### config.mk
export PLATFORM = sky130hd
export DESIGN_NAME = irc_line_tokenizer
export DESIGN_NICKNAME = d
export VERILOG_FILES = /design/src/rtl/irc_tok_pkg.sv /design/src/rtl/irc_tok_core.sv /design/src/rtl/irc_tok_skid.sv /design/src/rtl/irc_line_tokenizer.sv
export SDC_FILE = /design/constraint.sdc
export NUM_CORES = 1
export LEC_CHECK = 0
export BUFFER_PORTS_ARGS = -buffer_cell sky130_fd_sc_hd__buf_2
export CAP_MARGIN = 20
export CELL_PAD_IN_SITES_DETAIL_PLACEMENT = 1
export CELL_PAD_IN_SITES_GLOBAL_PLACEMENT = 1
export CORE_MARGIN = 4
export CORE_UTILIZATION = 50
export DETAILED_ROUTE_END_ITERATION = 10
export PLACE_DENSITY_LB_ADDON = 0.1
export SLEW_MARGIN = 20
export SYNTH_ARGS = -nofsm -noshare
export SYNTH_HDL_FRONTEND = slang
export SYNTH_SLANG_ARGS = --single-unit
### constraint.sdc
create_clock -name clk -period 9.2 [get_ports clk]
set_input_delay 0 -clock clk [delete_from_list [all_inputs] [get_ports clk]]
set_output_delay 0 -clock clk [all_outputs]
set_load 0.005 [all_outputs]
### src/rtl/irc_tok_pkg.sv
// shared types and constants for the irc line tokenizer
`timescale 1ns / 1ps

package irc_tok_pkg;

    // sizing
    localparam int MAX_TOKENS   = 32;
    localparam int BUFFER_DEPTH = 8192;
    localparam int CNT_W        = $clog2(MAX_TOKENS);

    // fixed field widths
    localparam int BYTE_W  = 8;
    localparam int POS_W   = 14;
    localparam int ADDR_W  = 13;
    localparam int INDEX_W = 5;
    localparam int TOTAL_W = 6;

    localparam logic [POS_W-1:0] CAP_RESET = POS_W'(8192);
    localparam logic [POS_W-1:0] DEPTH_CAP = POS_W'(BUFFER_DEPTH);

    // special characters
    localparam logic [BYTE_W-1:0] CH_LF    = 8'h0A;
    localparam logic [BYTE_W-1:0] CH_CR    = 8'h0D;
    localparam logic [BYTE_W-1:0] CH_SPACE = 8'h20;
    localparam logic [BYTE_W-1:0] CH_COLON = 8'h3A;

    typedef enum logic [2:0] {
        KIND_STORE  = 3'd0,
        KIND_BREAK  = 3'd1,
        KIND_END    = 3'd2,
        KIND_FULL   = 3'd3,
        KIND_TOKENS = 3'd4,
        KIND_STREAM = 3'd5
    } kind_t;

    typedef struct packed {
        kind_t               kind;
        logic [ADDR_W-1:0]   addr;
        logic [BYTE_W-1:0]   wbyte;
        logic [INDEX_W-1:0]  tok_index;
        logic [TOTAL_W-1:0]  tok_total;
    } result_t;

endpackage

### src/rtl/irc_tok_core.sv
// tokenizer state, capacity register and per-byte decision logic
`timescale 1ns / 1ps

module irc_tok_core
(
    input  logic                               clk,
    input  logic                               rst_n,
    input  logic                               cfg_write_enable,
    input  logic [irc_tok_pkg::POS_W-1:0]      cfg_write_data,
    input  logic                               accept,
    input  logic [irc_tok_pkg::BYTE_W-1:0]     data_byte,
    input  logic                               stream_end,
    output irc_tok_pkg::result_t               result
);

    logic [irc_tok_pkg::POS_W-1:0]  cap_reg;
    logic [irc_tok_pkg::BYTE_W-1:0] prev_reg;
    logic [irc_tok_pkg::BYTE_W-1:0] prev_next;
    logic                           trail_reg;
    logic                           trail_next;
    logic [irc_tok_pkg::POS_W-1:0]  pos_reg;
    logic [irc_tok_pkg::POS_W-1:0]  pos_next;
    logic [irc_tok_pkg::CNT_W-1:0]  cnt_reg;
    logic [irc_tok_pkg::CNT_W-1:0]  cnt_next;

    logic [irc_tok_pkg::POS_W-1:0]  cap_eff;
    logic                           full;
    logic                           too_many;
    logic [irc_tok_pkg::POS_W-1:0]  end_pos;
    irc_tok_pkg::kind_t             kind;
    logic [irc_tok_pkg::POS_W-1:0]  addr_wide;
    logic [irc_tok_pkg::BYTE_W-1:0] wbyte;

    assign cap_eff  = (cap_reg > irc_tok_pkg::DEPTH_CAP) ? irc_tok_pkg::DEPTH_CAP : cap_reg;
    assign full     = (pos_reg >= cap_eff);
    assign too_many = ({1'b0, cnt_reg} + 1'b1) >= (irc_tok_pkg::CNT_W + 1)'(irc_tok_pkg::MAX_TOKENS);
    assign end_pos  = (pos_reg != '0) ? (pos_reg - 1'b1) : '0;

    // classify the byte
    always_comb
    begin
        kind      = irc_tok_pkg::KIND_STORE;
        addr_wide = pos_reg;
        wbyte     = '0;
        if (stream_end)
        begin
            kind = irc_tok_pkg::KIND_STREAM;
        end
        else if (data_byte == irc_tok_pkg::CH_LF && prev_reg == irc_tok_pkg::CH_CR)
        begin
            kind      = irc_tok_pkg::KIND_END;
            addr_wide = end_pos;
        end
        else if (full)
        begin
            kind = irc_tok_pkg::KIND_FULL;
        end
        else if (data_byte == irc_tok_pkg::CH_SPACE && !trail_reg)
        begin
            kind = too_many ? irc_tok_pkg::KIND_TOKENS : irc_tok_pkg::KIND_BREAK;
        end
        else
        begin
            kind  = irc_tok_pkg::KIND_STORE;
            wbyte = data_byte;
        end
    end

    // state update
    always_comb
    begin
        prev_next  = prev_reg;
        trail_next = trail_reg;
        pos_next   = pos_reg;
        cnt_next   = cnt_reg;
        if (accept)
        begin
            case (kind)
                irc_tok_pkg::KIND_STORE:
                begin
                    pos_next  = pos_reg + 1'b1;
                    prev_next = data_byte;
                    if (data_byte == irc_tok_pkg::CH_COLON && prev_reg == irc_tok_pkg::CH_SPACE)
                    begin
                        trail_next = 1'b1;
                    end
                end
                irc_tok_pkg::KIND_BREAK:
                begin
                    pos_next  = pos_reg + 1'b1;
                    cnt_next  = cnt_reg + 1'b1;
                    prev_next = data_byte;
                end
                default:
                begin
                    prev_next  = '0;
                    trail_next = 1'b0;
                    pos_next   = '0;
                    cnt_next   = '0;
                end
            endcase
        end
    end

    always_ff @(posedge clk or negedge rst_n)
    begin
        if (!rst_n)
        begin
            cap_reg   <= irc_tok_pkg::CAP_RESET;
            prev_reg  <= '0;
            trail_reg <= 1'b0;
            pos_reg   <= '0;
            cnt_reg   <= '0;
        end
        else
        begin
            if (cfg_write_enable)
            begin
                cap_reg <= cfg_write_data;
            end
            prev_reg  <= prev_next;
            trail_reg <= trail_next;
            pos_reg   <= pos_next;
            cnt_reg   <= cnt_next;
        end
    end

    assign result.kind      = kind;
    assign result.addr      = addr_wide[irc_tok_pkg::ADDR_W-1:0];
    assign result.wbyte     = wbyte;
    assign result.tok_index = irc_tok_pkg::INDEX_W'(cnt_reg);
    assign result.tok_total = irc_tok_pkg::TOTAL_W'({1'b0, cnt_reg} + 1'b1);

    // restarting kinds clear the state
    a_restart: assert property (@(posedge clk) disable iff (!rst_n)
        accept && (kind == irc_tok_pkg::KIND_END || kind == irc_tok_pkg::KIND_FULL ||
                   kind == irc_tok_pkg::KIND_TOKENS || kind == irc_tok_pkg::KIND_STREAM)
        |=> pos_reg == '0 && cnt_reg == '0 && !trail_reg)
        else $error("state not cleared after restart");

    // write position never runs past the usable buffer
    a_pos_bound: assert property (@(posedge clk) disable iff (!rst_n)
        pos_reg <= irc_tok_pkg::DEPTH_CAP)
        else $error("write position beyond buffer depth");

    // a stored byte or break advances the position by one
    a_advance: assert property (@(posedge clk) disable iff (!rst_n)
        accept && (kind == irc_tok_pkg::KIND_STORE || kind == irc_tok_pkg::KIND_BREAK)
        |=> pos_reg == $past(pos_reg) + 1'b1)
        else $error("write position did not advance");

    // trailing mode is only entered by a colon
    a_trail: assert property (@(posedge clk) disable iff (!rst_n)
        $rose(trail_reg) |-> $past(data_byte) == irc_tok_pkg::CH_COLON)
        else $error("trailing mode entered without colon");

endmodule

### src/rtl/irc_tok_skid.sv
// output register with one skid entry for the result channel
`timescale 1ns / 1ps

module irc_tok_skid
(
    input  logic                 clk,
    input  logic                 rst_n,
    input  logic                 in_valid,
    output logic                 in_ready,
    input  irc_tok_pkg::result_t in_item,
    output logic                 out_valid,
    input  logic                 out_ready,
    output irc_tok_pkg::result_t out_item
);

    logic                 out_valid_reg;
    logic                 out_valid_next;
    irc_tok_pkg::result_t out_item_reg;
    irc_tok_pkg::result_t out_item_next;
    logic                 skid_valid_reg;
    logic                 skid_valid_next;
    irc_tok_pkg::result_t skid_item_reg;
    irc_tok_pkg::result_t skid_item_next;
    logic                 push;
    logic                 slot_free;

    assign in_ready  = !skid_valid_reg;
    assign push      = in_valid && in_ready;
    assign slot_free = !out_valid_reg || out_ready;

    always_comb
    begin
        out_valid_next  = out_valid_reg;
        out_item_next   = out_item_reg;
        skid_valid_next = skid_valid_reg;
        skid_item_next  = skid_item_reg;
        if (slot_free)
        begin
            out_valid_next  = skid_valid_reg || push;
            out_item_next   = skid_valid_reg ? skid_item_reg : in_item;
            skid_valid_next = 1'b0;
        end
        else if (push)
        begin
            skid_valid_next = 1'b1;
            skid_item_next  = in_item;
        end
    end

    always_ff @(posedge clk or negedge rst_n)
    begin
        if (!rst_n)
        begin
            out_valid_reg  <= 1'b0;
            skid_valid_reg <= 1'b0;
        end
        else
        begin
            out_valid_reg  <= out_valid_next;
            skid_valid_reg <= skid_valid_next;
        end
    end

    always_ff @(posedge clk)
    begin
        out_item_reg  <= out_item_next;
        skid_item_reg <= skid_item_next;
    end

    assign out_valid = out_valid_reg;
    assign out_item  = out_item_reg;

    // skid entry only fills behind a held output
    a_skid_order: assert property (@(posedge clk) disable iff (!rst_n)
        skid_valid_reg |-> out_valid_reg)
        else $error("skid entry holds an item with empty output");

    // a stalled result with a new item fills the skid entry
    a_skid_fill: assert property (@(posedge clk) disable iff (!rst_n)
        out_valid_reg && !out_ready && push |=> skid_valid_reg)
        else $error("item lost behind stalled output");

    // skid entry drains into the output when taken
    a_skid_drain: assert property (@(posedge clk) disable iff (!rst_n)
        skid_valid_reg && out_ready |=> out_valid_reg && !skid_valid_reg)
        else $error("skid entry did not drain");

endmodule

### src/rtl/irc_line_tokenizer.sv
// top level of the irc line tokenizer
`timescale 1ns / 1ps
// one byte per cycle while in_ready is high; each result is registered before it is offered
// the decision uses only the previous byte and small counters
// a one-entry skid stage lets one more byte in while a result waits to be taken
// reset: asynchronous, clears tokenizer state and both output slots; capacity returns to 8192
// no clearing pass: the block takes bytes as soon as reset is released

module irc_line_tokenizer
(
    input  logic                                clk,
    input  logic                                rst_n,
    // configuration: buffer capacity
    input  logic                                cfg_write_enable,
    input  logic [irc_tok_pkg::POS_W-1:0]       cfg_write_data,
    // input byte channel
    input  logic                                in_valid,
    output logic                                in_ready,
    input  logic [irc_tok_pkg::BYTE_W-1:0]      data_byte,
    input  logic                                stream_end,
    // result channel
    output logic                                out_valid,
    input  logic                                out_ready,
    output logic [2:0]                          result_kind,
    output logic [irc_tok_pkg::ADDR_W-1:0]      write_address,
    output logic [irc_tok_pkg::BYTE_W-1:0]      write_byte,
    output logic [irc_tok_pkg::INDEX_W-1:0]     token_index,
    output logic [irc_tok_pkg::TOTAL_W-1:0]     token_total
);

    logic                 accept;
    irc_tok_pkg::result_t core_result;
    irc_tok_pkg::result_t out_item;

    // an item moves the tokenizer state only when it is accepted
    assign accept = in_valid && in_ready;

    // decision logic and tokenizer state
    irc_tok_core u_core
    (
        .clk              (clk),
        .rst_n            (rst_n),
        .cfg_write_enable (cfg_write_enable),
        .cfg_write_data   (cfg_write_data),
        .accept           (accept),
        .data_byte        (data_byte),
        .stream_end       (stream_end),
        .result           (core_result)
    );

    // result register plus skid entry
    irc_tok_skid u_skid
    (
        .clk       (clk),
        .rst_n     (rst_n),
        .in_valid  (in_valid),
        .in_ready  (in_ready),
        .in_item   (core_result),
        .out_valid (out_valid),
        .out_ready (out_ready),
        .out_item  (out_item)
    );

    // unpack the result item onto its ports
    assign result_kind   = out_item.kind;
    assign write_address = out_item.addr;
    assign write_byte    = out_item.wbyte;
    assign token_index   = out_item.tok_index;
    assign token_total   = out_item.tok_total;

endmodule

After elaboration in Yosys (flattened, before gate mapping)
Index checks and enable logic that the tools add are counted.
{ "word_totals": {"regBits": 114, "input_bits": 28, "word_cells": 71} }
{ "op_classes": {"eq_ne": 7, "reduce_logical": 16, "mux": 21, "n_bitwise": 3, "magnitude_cmp": 3, "n_addsub": 4} }
{ "ops": {"columns": ["cell", "count"], "rows": [
  ["$mux W8", 5],
  ["$mux W13", 3],
  ["$mux W35", 1],
  ["$mux W14", 2],
  ["$eq A8 B6 Y1 const B", 3],
  ["$eq A8 B4 Y1 const B", 2],
  ["$mux W3", 5],
  ["$add A14 B1 Y14 const B", 1],
  ["$ge A14 B14 Y1", 1],
  ["$gt A14 B14 Y1 const B", 1],
  ["$reduce_bool A14 Y1", 1],
  ["$sub A13 B1 Y13 const B", 1],
  ["$pmux W5 S2", 1],
  ["$add A5 B1 Y6 const B", 1],
  ["$ge A6 B6 Y1 const B", 1],
  ["$add A5 B1 Y5 const B", 1],
  ["$logic_and A1 B1 Y1", 4],
  ["$reduce_and A2 Y1", 2],
  ["$eq A3 B1 Y1 const B", 1],
  ["$logic_not A1 Y1", 3],
  ["$logic_not A3 Y1", 1],
  ["$mux W1", 3],
  ["$not A1 Y1", 3],
  ["$reduce_and A3 Y1", 1],
  ["other kinds (5)", 6]
]} }

Depth between registers and ports, before layout
Gate-level depths: netlist (run 1).
{ "logic_depth": {"word_depth": 10, "mapped_depth": 12, "depth_no_buf": 10} }

By module
From an unflattened synthesis (run 1), not the netlist that was laid out.
{ "hier_totals": {"cells_unflattened": 430, "area_unflattened_um2": 5529.1} }
{ "modules_own_cells": {"columns": ["mod", "seq_area_each_um2", "cells_per_inst", "n_inst", "area_each_um2"], "rows": [
  ["irc_tok_core", 1052.3, 312, 1, 2845.2],
  ["irc_tok_skid", 2152.1, 117, 1, 2677.6],
  ["irc_line_tokenizer", 0.0, 1, 1, 6.3]
]} }

Worst setup path after synthesis (run 1)
Ideal clock, no wire load.
{ "synth_path": {"path_type": "reg-to-reg", "start": "reg u_skid.out_valid_reg, in the netlist u_skid.out_valid", "end": "reg u_skid.skid_item_reg[0] (netlist name) (enable)", "setup_slack_ps": 5985, "arrival_ps": 2788, "path_stages_with_launch": 3, "n_path_buf": 0, "cell_sequence": "dfrtp_1 > nand2b_1 > nor2_1"} }
{ "synth_between": {"elab_chain_len": 4} }
{ "synth_lines": {"columns": ["item", "line_no", "text"], "rows": [
  ["start, declared", "irc_tok_skid.sv:16", "logic out_valid_reg;"],
  ["start signal, assigned", "irc_tok_skid.sv:59", "out_valid_reg <= out_valid_next;"],
  ["$logic_not A1 Y1", "irc_tok_skid.sv:29", "assign slot_free = !out_valid_reg || out_ready;"],
  ["$logic_or A1 B1 Y1", "irc_tok_skid.sv:29", null],
  ["$not A1 Y1 (no line)", null, null],
  ["$reduce_and A2 Y1 (no line)", null, null],
  ["end signal, assigned", "irc_tok_skid.sv:67", "skid_item_reg <= skid_item_next;"],
  ["end, declared", "irc_tok_skid.sv:22", "irc_tok_pkg::result_t skid_item_reg;"]
]} }
No other way between the ends.
A chain may end at the register's enable or synchronous reset.

Final worst setup path (run 1)
{ "layout_path": {"start": "reg u_core.cap_reg[2] (netlist name)", "end": "reg u_skid.out_item_reg (netlist bit u_skid.out_item[11]), data pin"} }
{ "layout_between": {"elab_chain_len": 7} }
{ "layout_lines": {"columns": ["item", "line_no", "text"], "rows": [
  ["start, declared", "irc_tok_core.sv:16", "logic [irc_tok_pkg::POS_W-1:0] cap_reg;"],
  ["start signal, assigned", "irc_tok_core.sv:109", "cap_reg <= irc_tok_pkg::CAP_RESET;"],
  ["start signal, assigned", "irc_tok_core.sv:119", "cap_reg <= cfg_write_data;"],
  ["$gt A14 B14 Y1", "irc_tok_core.sv:34", "assign cap_eff = (cap_reg > irc_tok_pkg::DEPTH_CAP) ? irc_tok_pkg::DEPTH_CAP : cap_reg;"],
  ["$mux W14 *", "irc_tok_core.sv:34", null],
  ["$ge A14 B14 Y1 *", "irc_tok_core.sv:35", "assign full = (pos_reg >= cap_eff);"],
  ["$mux W8 *", "irc_tok_core.sv:54", "else if (full)"],
  ["$mux W8 *", "irc_tok_core.sv:49", "else if (data_byte == irc_tok_pkg::CH_LF && prev_reg == irc_tok_pkg::CH_CR)"],
  ["$mux W8 *", "irc_tok_core.sv:45", "if (stream_end)"],
  ["$mux W35 *", "irc_tok_skid.sv:40", "out_item_next = skid_valid_reg ? skid_item_reg : in_item;"],
  ["end signal, assigned", "irc_tok_skid.sv:66", "out_item_reg <= out_item_next;"],
  ["end, declared", "irc_tok_skid.sv:18", "irc_tok_pkg::result_t out_item_reg;"]
]} }
Mark *: on every way between the ends. The rest lies on a longest branch, timed or not.

==> results of run 1 <==
[cells in the final DEF (no fill, tap or decap), drive strengths merged, types with 3 or more instances in the layout]
| cell type | synthesis | routed |
|---|---|---|
| a21oi | 8 | 8 |
| dlygate4sd3 | 0 | 40 |
| nand4b | 3 | 3 |
| edfxtp | 70 | 70 |
| nand3 | 14 | 14 |
| a21o | 3 | 3 |
| inv | 18 | 18 |
| nand2b | 4 | 4 |
| and3 | 3 | 3 |
| nor4 | 9 | 9 |
| clkbuf | 19 | 19 |
| dfrtp | 43 | 43 |
| o31ai | 7 | 7 |
| clkinv | 0 | 8 |
| nor3 | 9 | 9 |
| ha | 17 | 17 |
| nor2b | 6 | 6 |
| o21ai | 32 | 32 |
| a31oi | 3 | 3 |
| o22ai | 3 | 3 |
| xnor2 | 5 | 5 |
| nor4b | 4 | 4 |
| buf | 4 | 69 |
| bufinv | 0 | 4 |
| mux2 | 41 | 41 |
| nand2 | 68 | 68 |
| xor2 | 5 | 5 |
| or3 | 5 | 5 |
| nor2 | 37 | 37 |
| nand4 | 11 | 11 |
[area by class of cell]
| type | count | area, sq um | area share [%] |
|---|---|---|---|
| sequential | 114 | 3204 | 46.54 |
| multi-input combinational | 314 | 2095 | 30.42 |
| timing repair buffer | 109 | 760.7 | 11.05 |
| clock buffer | 19 | 421.7 | 6.124 |
| tap | 136 | 170.2 | 2.471 |
| clock inverter | 13 | 166.4 | 2.417 |
| inverter | 18 | 67.56 | 0.9813 |
[through the flow]
stage / setup slack, ns / hold WS, ns / util [%]
after floorplan: 5.985 / -0.2956 / -
after global placement: 6.107 / 0.2218 / 56.34
after detailed placement: 5.996 / 0.2368 / 56.34
after CTS: 5.942 / 0.1531 / 65.79
after global routing: 5.336 / 0.04297 / 65.81
final: 5.596 / 0.008984 / 65.81
[per-layer routing]
metal  part of all wire [%]  vias to the layer above
met4                    2.6                        0
met2                     50                      134
met1                     42                     2070
li1                       -                     1913
met3                    5.0                       35
met5                      0                        -
[what timing repair did]
item                                   4_1_cts  5_1_grt
hold buffers                                40        0
endpoints found under the hold margin       89        0
gates resized for setup                      0        0
buffers inserted                             0        0
[how the worst max path moves through the flow]
stage,end,start
after global routing,u_skid.out_item[11],u_core.cap_reg[2]
final,u_skid.out_item[11],u_core.cap_reg[2]
after global placement,u_skid.out_item[16],u_core.cap_reg[6]
after CTS,u_skid.out_item[16],u_core.cap_reg[2]
after detailed placement,u_skid.out_item[16],u_core.cap_reg[6]
after floorplan,u_skid.skid_item_reg[0],u_skid.out_valid
[power by group through the flow]
stage / Combinational [mW] / Clock, mW / Sequential, mW
CTS: 0.179 / 0.671 / 0.611
global route: 0.203 / 0.707 / 0.616
global placement: 0.149 / 0 / 0.616
floorplan: 0.0980 / 0 / 0.615
finish: 0.182 / 0.670 / 0.613
detailed placement: 0.157 / 0 / 0.620
[logic make-up after synthesis]
family	after synthesis	share of synthesized area, %
AO/OA/AOI/OAI	67	7.624
XOR/XNOR	10	1.607
adder cells (fa/ha/maj)	17	3.903
buffers and inverters	41	3.123
flip-flops	114	58.81
multiplexers	41	8.473
AND/OR/NAND/NOR	179	16.46
==> impl_metrics.csv, run 1 <==
group,metric,value,unit
detailed_routing,drc,0,
hold_path,holdCritPathClass,"input pin to asynchronous set/reset pin",
critical_path,crit_type,"flip-flop to flip-flop",
timing,totalNegativeSetupSlack,0,ns
detailed_routing,detail_route.first_pass.iterations,5,
critical_path,worstPathCellList,"nor4_1 -> a41o_1 -> nand2_1 -> ha_1 -> nand4_1 -> a21oi_1 -> o311ai_0 -> nor4bb_4 -> buf_4 -> nand2_1 -> o21ai_0",
timing,max_clock_freq,0.2774,GHz
cts,clock_insertion_delay_worst_skew,0.54,ns
yosys,post-synth-top-area-cell,"edfxtp_1",
finish,fill_cells,1077,
cts,cts_tree,"done",
timing,clock_skew,0.01765,ns
yosys,ys_warn_count,0,
flow_run,cap_violations,0,
die,number_of_top_level_design_ports,65,
critical_path,reg2reg_setup_slack,5.60,ns
die,die_x,112.4,um
detailed_routing,avgViaCountPerCell,5.743,
critical_path,timing.critical_path.mode_cell,"nand2_1",
timing,fin_crit_share,39.18,%
finish,finished_layout_cell_area,6885,sq um
global_routing,grt_most_used_layer,"met2",
cts,deepest_level_of_the_cts_h_tree,4,
placed_design,placed_area,5894,sq um
placed_design,buffer_ports.inserted,64,
global_routing,first_pass_grt_wire_length,24740,um
cts,cts.path.max_buffers,2,
detailed_routing,detailed_route_wl,14880,um
yosys,synth_cells,469,
die,fp.coreArea,10460,sq um
cts,tritoncts.num_buffers,17,
timing,drv_slew,0,
critical_path,cp.depth,11,
critical_path,worst_path_dominant_cell_family,"simple AND/OR/NAND/NOR gates",
finish,areaGrowthSynthToFinish,26.36,%
detailed_routing,num_vias,4152,
yosys,async_reset_ff_share,38.60,%
yosys,main_area_contributors_after_synthesis,"edfxtp_1, dfrtp_1, mux2_2, nand2_1, ha_1",
critical_path,crit_arrival,3.93,ns
yosys,synth_largest_type_area_fraction,38.58,%
yosys,syn-mean-instance-area,11.62,sq um
detailed_routing,ant_nets,0,
yosys,synthFlopType,"edfxtp_1",
yosys,synth.yosys.seq_area_share,58.81,%
die,die_y,112.4,um
yosys,synth-edff-count,70,
placed_design,hpwl,8775,um
critical_path,cp-start-kind,"flip-flop",
cts,cell_chosen_for_the_clock_root,"clkbuf_8",
status,status,"completed",
detailed_routing,dr.first_iter.drc_count,308,
finish,design.final.nets,619,
timing,finalSetupViolations,0,
placed_design,placedCellCount,651,
critical_path,critical_path.slowest_cell,"nor4bb_4",
finish,drive_gt1_share,24.87,%
yosys,synth_seq_cells,114,
die,rows,37,
power,leakage,2.918,nW
detailed_routing,routed_wire_length_per_instance,20.58,um
finish,antenna_cells_inserted,0,
yosys,top_cells_by_instance_count_after_synthesis,"edfxtp_1, nand2_1, dfrtp_1",
power,seq_power_share,41.8,%
power,total_power,1.465,mW
cts,clkTransAtPathRegs,0.07,ns
yosys,yosys.cell_types.count,48,
critical_path,cp.required,9.52,ns
die,die_area,12630,sq um
global_routing,track_usage,25.04,%
critical_path,max_stage_delay,0.52,ns
timing,max_slew.worst_pin.slew,0.9783,ns
critical_path,depth_of_the_worst_register_to_register_path,11,
critical_path,cp_max_fo,17,
power,p_comb_share,12.5,%
power,p_sw_share,24.92,%
cts,clock-sinks,114,
global_routing,globalRoute.totalOverflow,0,
global_routing,largest_net_degree_at_the_start_of_global_routing,45,
global_routing,grt.met2_usage,41.60,%
global_routing,gr-usage-met3,5.391,%
critical_path,wp_buf_inv,1,
die,start_util,52.08,%
global_routing,number_of_global_route_vias_before_repair,4542,
power,pd_cells,212.8,nW/um^2
critical_path,crit-reg2reg-launch,"u_core.cap_reg[2]",
critical_path,worst_r2r_endpoint,"u_skid.out_item[11]",
yosys,netlist_area,5449,sq um
placed_design,gp_congestion,0.8543,
timing,rsz_0062_raised_after_global_routing,"false",
power,net-switching-power,0.3652,mW
power,p_int,1.100,mW
critical_path,endpoint_kind,"flip-flop",
timing,final_hold_viol_count,0,
global_routing,groute.layer.met1.usage,32.28,%
yosys,postSynthNetCount,514,
power,power.share.clock,45.7,%
yosys,synth_most_common_cell,"edfxtp_1",
timing,final_period_minus_worst_setup_slack,3.604,ns
power,max-vdd-ir-drop,0.1016,mV
timing,maxSlewHeadroom,34.28,%
finish,fin_cells,723,
global_routing,grt_antenna_before_repair,0,
(Power assumes the default switching activity.)
==> run 2: changes to the inputs <==
CORE_UTILIZATION = 42   (was 50)
clock period = 3.28 ns   (was 9.2 ns; I/O delays follow)
==> run 2 against run 1 <==
Compared with the run above: sequential share of layout area rose by 1.1 points; register-to-register slack got worse by 5.2 ns; largest power group is now registers; global-route usage shrank 6.7 points; critical endpoint is now u_skid.out_item[16]; highest routed layer unchanged; sequential power rose to 2.8 times the previous value; clock-buffer cell count is 2 higher.
==> impl_metrics.csv, run 2 (synthesis results as in run 1) <==
group,metric,value,unit
timing,final_hold_viol_count,0,
power,seq_power_share,46.2,%
detailed_routing,detailed_route_wl,12450,um
power,net-switching-power,0.9204,mW
global_routing,track_usage,18.31,%
placed_design,buffer_ports.inserted,64,
finish,design.final.nets,609,
cts,cts.path.max_buffers,2,
hold_path,min-delay-start,"cfg_write_enable",
detailed_routing,wl_met1,5885,um
detailed_routing,detail_route.first_pass.iterations,4,
timing,final_period_minus_worst_setup_slack,2.930,ns
detailed_routing,routed.top_layer,"met4",
finish,drive_gt1_share,25.00,%
detailed_routing,met3_layer_wire_length_in_the_routed_design,493,um
timing,finalSetupViolations,0,
global_routing,largest_net_degree_at_the_start_of_global_routing,45,
critical_path,cp.required,3.56,ns
finish,most_common_library_cell_in_the_layout_ignoring_fill_and_taps,"edfxtp_1",
cts,tritoncts.num_buffers,17,
detailed_routing,dr.first_iter.drc_count,226,
cts,cts_hold_buf,27,
die,number_of_top_level_design_ports,65,
finish,utilization,53.04,%
flow_run,cap_violations,0,
power,p_int,2.782,mW
critical_path,crit_arrival,3.21,ns
cts,clkTransAtPathRegs,0.05,ns
power,p_sw_share,24.86,%
cts,cell_chosen_for_the_clock_root,"clkbuf_16",
cts,postCtsSetupBuffers,0,
finish,areaGrowthSynthToFinish,23.33,%
detailed_routing,route.met2.wl,5873,um
critical_path,cp_max_fo,14,
timing,clock_skew,0.01146,ns
placed_design,hpwl,8705,um
global_routing,first_pass_grt_wire_length,20970,um
detailed_routing,drc,0,
timing,max_clock_freq,0.3413,GHz
placed_design,place_ws,0.3822,ns
cts,post_cts.resized_instances,0,
die,rows,41,
timing,max_slew.worst_pin.slew,0.8508,ns
critical_path,crit-reg2reg-launch,"u_core.cap_reg[6]",
cts,cts_tree,"done",
power,max-vdd-ir-drop,0.3375,mV
detailed_routing,ant_nets,0,
power,total_power,3.703,mW
die,fp.coreArea,12670,sq um
power,p_comb_share,12.5,%
cts,clock_insertion_delay_worst_skew,0.41,ns
placed_design,gp_congestion,0.7683,
global_routing,number_of_global_route_vias_before_repair,4084,
timing,drv_slew,0,
cts,clock-sinks,114,
die,die_area,14860,sq um
detailed_routing,routed_wire_length_per_instance,16.65,um
hold_path,holdCritPathClass,"input pin to flip-flop",
global_routing,globalRoute.totalOverflow,0,
power,pd_cells,551.0,nW/um^2
critical_path,cp-start-kind,"flip-flop",
critical_path,endpoint_kind,"flip-flop",
finish,antenna_cells_inserted,0,
critical_path,first_element_of_the_critical_path,"u_core.cap_reg[6]",
detailed_routing,num_vias,3913,
timing,timing.hold.ws,0.08502,ns
timing,rsz_0062_raised_after_global_routing,"false",
power,power.share.clock,41.3,%
timing,maxSlewHeadroom,43.17,%
critical_path,depth_of_the_worst_register_to_register_path,11,
timing,totalNegativeSetupSlack,0,ns
finish,mostFrequentLayoutCells,"edfxtp_1, nand2_1, buf_2",
timing,fin_crit_share,89.33,%
power,leakage,2.829,nW
cts,deepest_level_of_the_cts_h_tree,4,
die,die_y,121.9,um
hold_path,whs_path_depth,2,
global_routing,grt_antenna_before_repair,0,
die,start_util,43.00,%
critical_path,crit_type,"flip-flop to flip-flop",
die,die_x,121.9,um
finish,fill_cells,1372,
detailed_routing,avgViaCountPerCell,5.231,
timing,timing.final.ws_setup,0.3498,ns
status,status,"completed",
[run 2: changes by cell type in the layout (fill, tap and decap cells not counted)]
cell,change
dlygate4sd3_1,-13
bufinv_16,-4
buf_4,+3
clkbuf_1,+2
clkinv_1,+2
clkbuf_16,+1
clkbuf_8,-1
clkinv_4,-1
[run 2: area by class of cell]
cell class / instances / area (sq um) / area share (%)
inverters: 18 / 67.56 / 1.005
flip-flops and latches: 114 / 3204 / 47.68
clock inverters: 10 / 45.04 / 0.6703
clock buffers: 21 / 440.4 / 6.554
well taps: 172 / 215.2 / 3.202
multi-input cells: 314 / 2095 / 31.17
repair buffers: 99 / 653.1 / 9.719
[run 2: path summary, 6_finish.rpt]
kind,to,slack [ns]
worst min-delay path,u_core.cap_reg[5],0.09
worst max-delay path,u_skid.out_item[16],0.35
worst min register to register,u_core.prev_reg[7],0.48
worst max register to register,u_skid.out_item[16],0.35
max in group asynchronous,u_core.pos_reg[4],2.74
min in group asynchronous,u_core.pos_reg[10],0.15
[run 2: worst max-delay path, cell delays in order (launching register included)]
cell	delay, ns
dfrtp_1	0.40
nor4_1	0.32
a41o_1	0.24
nand2_1	0.06
ha_1	0.29
nand4_1	0.11
a21oi_1	0.05
o311ai_0	0.44
nor4bb_4	0.30
buf_4	0.25
and3_1	0.20
mux2_2	0.14
[run 2: power groups by stage]
stage	clock [mW]	combinational, mW	sequential (mW)
2_1_floorplan	0	0.275	1.73
3_3_place_gp	0	0.426	1.73
3_5_place_dp	0	0.444	1.74
4_1_cts	1.57	0.472	1.71
5_1_grt	1.64	0.527	1.72
6_report	1.53	0.464	1.71
[run 2: stage by stage]
stage	instances	instance area, sq um
2_1_floorplan	469	5449
3_3_place_gp	690	5962
3_5_place_dp	690	5962
4_1_cts	748	6718
5_1_grt	748	6720
6_report	748	6720
[run 2: per-layer routing]
metal	track usage, %	up-vias
met5	0	-
met4	7.143	0
met3	4.132	17
met2	29.25	88
met1	24.40	1906
li1	-	1902
